===== src/sv/assert_macros.svh =====
// Assertion macros shared by the state vector engine RTL.
// No dependencies; expects i_clk and i_rst_n in the including module.
`ifndef ASSERT_MACROS_SVH
`define ASSERT_MACROS_SVH

// Property checked at every clock edge outside reset.
`define SVGE_CHECK(lbl, prop, msg) \
    lbl: assert property (@(posedge i_clk) disable iff (!i_rst_n) (prop)) else $error(msg);

// Consequent checked in the cycle after the antecedent.
`define SVGE_CHECK_NEXT(lbl, ante, cons, msg) \
    lbl: assert property (@(posedge i_clk) disable iff (!i_rst_n) (ante) |=> (cons)) \
        else $error(msg);

`endif


===== src/sv/svge_pkg.sv =====
// Types, constants and helper functions for the state vector gate engine.
// No dependencies; used by every module of the block except svge_ram.
package svge_pkg;

    localparam int MAX_QUBITS = 10;
    localparam int AMP_BITS   = 16;
    localparam int OUT_BITS   = 16;
    localparam int H_NUM      = 46341;
    localparam int ADDR_W     = MAX_QUBITS;
    localparam int PAIR_W     = (MAX_QUBITS > 1) ? MAX_QUBITS - 1 : 1;
    localparam int QN_W       = 5;
    localparam int PROD_W     = AMP_BITS + 18;

    typedef logic [ADDR_W-1:0]          t_addr;
    typedef logic [PAIR_W-1:0]          t_pair;
    typedef logic [QN_W-1:0]            t_qn;
    typedef logic signed [AMP_BITS-1:0] t_amp;
    typedef logic signed [AMP_BITS:0]   t_sum;
    typedef logic signed [PROD_W-1:0]   t_prod;
    typedef logic signed [OUT_BITS-1:0] t_out;
    typedef logic signed [15:0]         t_in_amp;

    typedef struct packed {
        t_amp re;
        t_amp im;
    } t_word;

    localparam int WORD_W = $bits(t_word);

    typedef struct packed {
        t_amp v;
        logic sat;
    } t_rs;

    typedef struct packed {
        t_word v0;
        t_word v1;
        logic  sat0;
        logic  sat1;
    } t_bfly_out;

    typedef enum logic [1:0] {
        CMD_WRITE    = 2'd0,
        CMD_READ     = 2'd1,
        CMD_HADAMARD = 2'd2,
        CMD_CNOT     = 2'd3
    } t_cmd;

    typedef enum logic [1:0] {
        ST_OK    = 2'd0,
        ST_RANGE = 2'd1,
        ST_SAME  = 2'd2
    } t_status;

    localparam t_prod H_COEF = t_prod'(H_NUM);
    localparam logic signed [AMP_BITS+1:0] SAT_HI = {3'b000, {(AMP_BITS-1){1'b1}}};
    localparam logic signed [AMP_BITS+1:0] SAT_LO = {3'b111, {(AMP_BITS-1){1'b0}}};

    function automatic t_qn qubits_in_use(logic [3:0] cfg);
        if (cfg == 4'd0) return t_qn'(1);
        if (int'(cfg) > MAX_QUBITS) return t_qn'(MAX_QUBITS);
        return t_qn'(cfg);
    endfunction

    // Spread a pair number around a zero at bit q.
    function automatic t_addr insert_zero(t_addr m, t_qn q);
        t_addr low_mask;
        low_mask = (t_addr'(1) << q) - t_addr'(1);
        return ((m & ~low_mask) << 1) | (m & low_mask);
    endfunction

    // Round half up after the 2^-16 scale, then clip to the amplitude range.
    function automatic t_rs round_sat(t_prod p);
        t_prod                       t;
        logic signed [AMP_BITS+1:0]  q;
        t_rs                         r;
        t = p + t_prod'(32768);
        q = (AMP_BITS+2)'(t >>> 16);
        if (q > SAT_HI) begin
            r.v   = t_amp'(SAT_HI);
            r.sat = 1'b1;
        end else if (q < SAT_LO) begin
            r.v   = t_amp'(SAT_LO);
            r.sat = 1'b1;
        end else begin
            r.v   = t_amp'(q);
            r.sat = 1'b0;
        end
        return r;
    endfunction

    function automatic t_amp to_amp(t_in_amp v);
        return t_amp'(v);
    endfunction

    function automatic t_out to_out(t_amp v);
        return t_out'(v);
    endfunction

endpackage


===== src/sv/svge_bfly.sv =====
// Hadamard butterfly: registered sum and difference products, then rounding.
// Depends on svge_pkg.
module svge_bfly (
    input  logic                i_clk,
    input  logic                i_en,
    input  svge_pkg::t_word     i_w0,
    input  svge_pkg::t_word     i_w1,
    output svge_pkg::t_bfly_out o_res
);

    svge_pkg::t_prod r_p_re_s, r_p_im_s, r_p_re_d, r_p_im_d;
    svge_pkg::t_sum  re_s, im_s, re_d, im_d;
    svge_pkg::t_rs   rs_re_s, rs_im_s, rs_re_d, rs_im_d;

    assign re_s = svge_pkg::t_sum'(i_w0.re) + svge_pkg::t_sum'(i_w1.re);
    assign im_s = svge_pkg::t_sum'(i_w0.im) + svge_pkg::t_sum'(i_w1.im);
    assign re_d = svge_pkg::t_sum'(i_w0.re) - svge_pkg::t_sum'(i_w1.re);
    assign im_d = svge_pkg::t_sum'(i_w0.im) - svge_pkg::t_sum'(i_w1.im);

    always_ff @(posedge i_clk) begin
        if (i_en) begin
            r_p_re_s <= svge_pkg::t_prod'(re_s) * svge_pkg::H_COEF;
            r_p_im_s <= svge_pkg::t_prod'(im_s) * svge_pkg::H_COEF;
            r_p_re_d <= svge_pkg::t_prod'(re_d) * svge_pkg::H_COEF;
            r_p_im_d <= svge_pkg::t_prod'(im_d) * svge_pkg::H_COEF;
        end
    end

    assign rs_re_s = svge_pkg::round_sat(r_p_re_s);
    assign rs_im_s = svge_pkg::round_sat(r_p_im_s);
    assign rs_re_d = svge_pkg::round_sat(r_p_re_d);
    assign rs_im_d = svge_pkg::round_sat(r_p_im_d);

    always_comb begin
        o_res.v0.re = rs_re_s.v;
        o_res.v0.im = rs_im_s.v;
        o_res.v1.re = rs_re_d.v;
        o_res.v1.im = rs_im_d.v;
        o_res.sat0  = rs_re_s.sat | rs_im_s.sat;
        o_res.sat1  = rs_re_d.sat | rs_im_d.sat;
    end

endmodule


===== config.mk =====
export PLATFORM = sky130hd
export DESIGN_NAME = svge_bfly
export DESIGN_NICKNAME = d
export VERILOG_FILES = /design/src/sv/assert_macros.svh /design/src/sv/svge_pkg.sv /design/src/sv/svge_bfly.sv
export SDC_FILE = /design/constraint.sdc
export NUM_CORES = 2
export LEC_CHECK = 0
export ABC_CLOCK_PERIOD_IN_PS = 10750
export BUFFER_PORTS_ARGS = -buffer_cell sky130_fd_sc_hd__buf_2
export CORE_AREA = 8 8 258 260
export CTS_BUF_LIST = sky130_fd_sc_hd__clkbuf_8 sky130_fd_sc_hd__clkbuf_16
export DETAILED_ROUTE_END_ITERATION = 6
export DIE_AREA = 0 0 266 268
export GPL_TIMING_DRIVEN = 0
export PLACE_DENSITY = 0.63
export SLEW_MARGIN = 20
export SYNTH_ARGS = -nofsm -noshare
export SYNTH_HDL_FRONTEND = slang
export SYNTH_SLANG_ARGS = --single-unit

===== constraint.sdc =====
create_clock -name i_clk -period 10.75 [get_ports i_clk]
set_input_delay 1.075 -clock i_clk [delete_from_list [all_inputs] [get_ports i_clk]]
set_output_delay 1.075 -clock i_clk [all_outputs]
set_load 0.05 [all_outputs]

==> results.json <==
{
  "drv_cap": 0,
  "crit_fanout": 7,
  "cts-htree-levels": 3,
  "cts.sinks": 76,
  "ant_nets": 0,
  "path_clk_slew_ns": 0.06,
  "synth_area_leaders": "ha_1 (26%), fa_1 (26%), inv_1 (11%)",
  "ioPinCount": 132,
  "max_stage_delay_ns": 0.62,
  "synth_area_leader_cell": "ha_1",
  "cts_buffers": 9,
  "crit_path_end": "r_p_re_s[32]",
  "post_cts_buffers": 0,
  "crit_arrival_ns": 9.08,
  "ys_types": 85,
  "async_flop_share": 0,
  "max_freq_mhz": 112,
  "fillers": 6160,
  "core_um2": 62400,
  "hpwl_um": 47400,
  "path_buf_inv": 8,
  "route.detailed.drc": 0,
  "dr.pass1.iters": 5,
  "regArea_um2": 2280,
  "grt_usage": 0.153,
  "end_kind": "register",
  "period_share": 0.832,
  "dieHeight_um": 268,
  "avgSynthCellArea_um2": 9.08,
  "antenna_found_initial": 4,
  "viasPerCell": 4.80,
  "synth-edff-count": 76,
  "synth_area_um2": 25800,
  "cts-resized-gates": 0,
  "status": "finished clean",
  "start_kind": "primary input",
  "fin_cells": 3844,
  "grt_pass1_vias": 19000,
  "dp.cells": 3828,
  "path_delay_family": "adder cells",
  "cp.required_ns": 10.89,
  "worst_pin_slew_ns": 0.878,
  "hold_viol_final": 0,
  "hold_buffers": 0,
  "synth.net_count": 3792,
  "die_area_um2": 71300,
  "yosysSeqAreaShare": 0.0883,
  "synth_cells": 2848,
  "grt_pass1_wl_um": 91400,
  "ys_ff_latch": 76,
  "initial_core_util": 0.414,
  "fin_crit_ns": 8.94,
  "grt_max_degree": 58,
  "rsz0062_at_grt": "no",
  "final_common_cell": "inv_1",
  "avgRoutedWirePerCell_um": 13.8,
  "netlist.area_leader.share": 0.263,
  "cpMostUsedCell": "inv_1",
  "ctsLongestPathBuffers": 2,
  "relSlewSlack": 0.410,
  "multiInputGateArea_um2": 20600,
  "maxSlewViolCount": 0,
  "layout-drive-gt1-share": 0.0688,
  "final-setup-viol-count": 0,
  "hold_path.class": "in2reg",
  "critical_path_depth": 32,
  "crit_start": "i_w1[16]",
  "root_buffer": "clkbuf_16",
  "vias": 18500,
  "cts_tree": "done",
  "syn_to_final_growth_pct": 8.00,
  "slowest_stage": "xnor2_1",
  "row_count": 92,
  "finalNetCount": 3937,
  "gp_congestion": 0.858,
  "fin_tns_setup_ns": 0,
  "portBuffers": 131,
  "synth_ff_type": "edfxtp_1",
  "wirelength_um": 52900,
  "layout_common_cells": "inv_1 (769), ha_1 (544), fa_1 (334)",
  "yosysWarnings": 0,
  "drt_iter0_drc": 669,
  "fp.dieW_um": 266,
  "path_class": "in2reg",
  "gr-total-overflow": 0
}
==> area by class of cell <==
class,instances,area share
Clock buffer,9,0.00807
Multi-Input combinational cell,1968,0.736
Sequential cell,76,0.0818
Clock inverter,5,0.000807
Timing Repair Buffer,134,0.0260
Inverter,770,0.104
Buffer,34,0.00547
Tap cell,846,0.0379
Antenna cell,2,0.000179
==> state kept, by name, indices dropped and copies added (netlist names) <==
name,count
r_p_im_s,19
r_p_re_d,19
r_p_im_d,19
r_p_re_s,19
==> metrics by stage <==
step | setup WS, ns | hold WS [ns] | utilization | instance area [µm²]
finish | 1.81 | 1.13 | 0.447 | 27900
global route | 1.24 | 1.13 | 0.447 | 27900
detailed placement | 1.40 | 1.49 | 0.443 | 27700
floorplan | 2.30 | 1.19 | - | 25800
global placement | 0.790 | 1.77 | 0.442 | 27600
CTS | 1.78 | 1.11 | 0.447 | 27900
==> cells by family after synthesis <==
kind of cell	Yosys count	synth area share
AND/OR/NAND/NOR	481	0.0936
XOR/XNOR	233	0.0798
buffers and inverters	804	0.118
AO/OA/AOI/OAI	371	0.0964
adder cells (fa/ha/maj)	878	0.522
multiplexers	5	0.00208
flip-flops	76	0.0883
==> synth_stat cells (4+ instances only) <==
cell,number
inv_1,768
ha_1,544
fa_1,334
xnor2_1,147
nor2_1,123
o21ai_0,98
nand2_1,97
a21oi_1,88
xor2_1,83
edfxtp_1,76
nand3_1,50
nor3_1,37
a21o_1,36
and3_1,32
nand2b_1,32
and2_1,29
o21a_1,21
clkbuf_1,20
nand4_1,18
nor2b_1,15
or3_1,14
o31ai_1,12
a211o_1,11
o21bai_1,10
a211oi_1,8
and4_1,8
buf_2,8
a31oi_1,7
o211ai_1,7
a21oi_2,6
a31o_2,6
o21ai_1,6
or2_2,6
a21boi_0,5
nor3b_1,5
nor4_1,4
o221ai_1,4
==> how the worst min path moves through the flow <==
stage / from / to / slack, ns / cells past startpoint
floorplan: i_en / r_p_im_d[15] / 1.19 / 0
global placement: r_p_im_d[33] / o_res[17] / 1.77 / 2
detailed placement: i_en / r_p_im_s[22] / 1.49 / 1
CTS: i_en / r_p_im_s[19] / 1.11 / 1
global route: i_en / r_p_im_s[20] / 1.13 / 1
finish: i_en / r_p_im_s[22] / 1.13 / 1
==> layer usage <==
layer / vias up / part of all wire / track usage
met5: - / 0.00025 / 0
met4: 2 / 0.017 / 0.0342
met3: 42 / 0.029 / 0.0145
met2: 195 / 0.49 / 0.273
met1: 8835 / 0.47 / 0.200
li1: 9385 / - / -
Power is not shown: default switching activity piles up to over one toggle a cycle in this logic, so the estimate is an artifact.
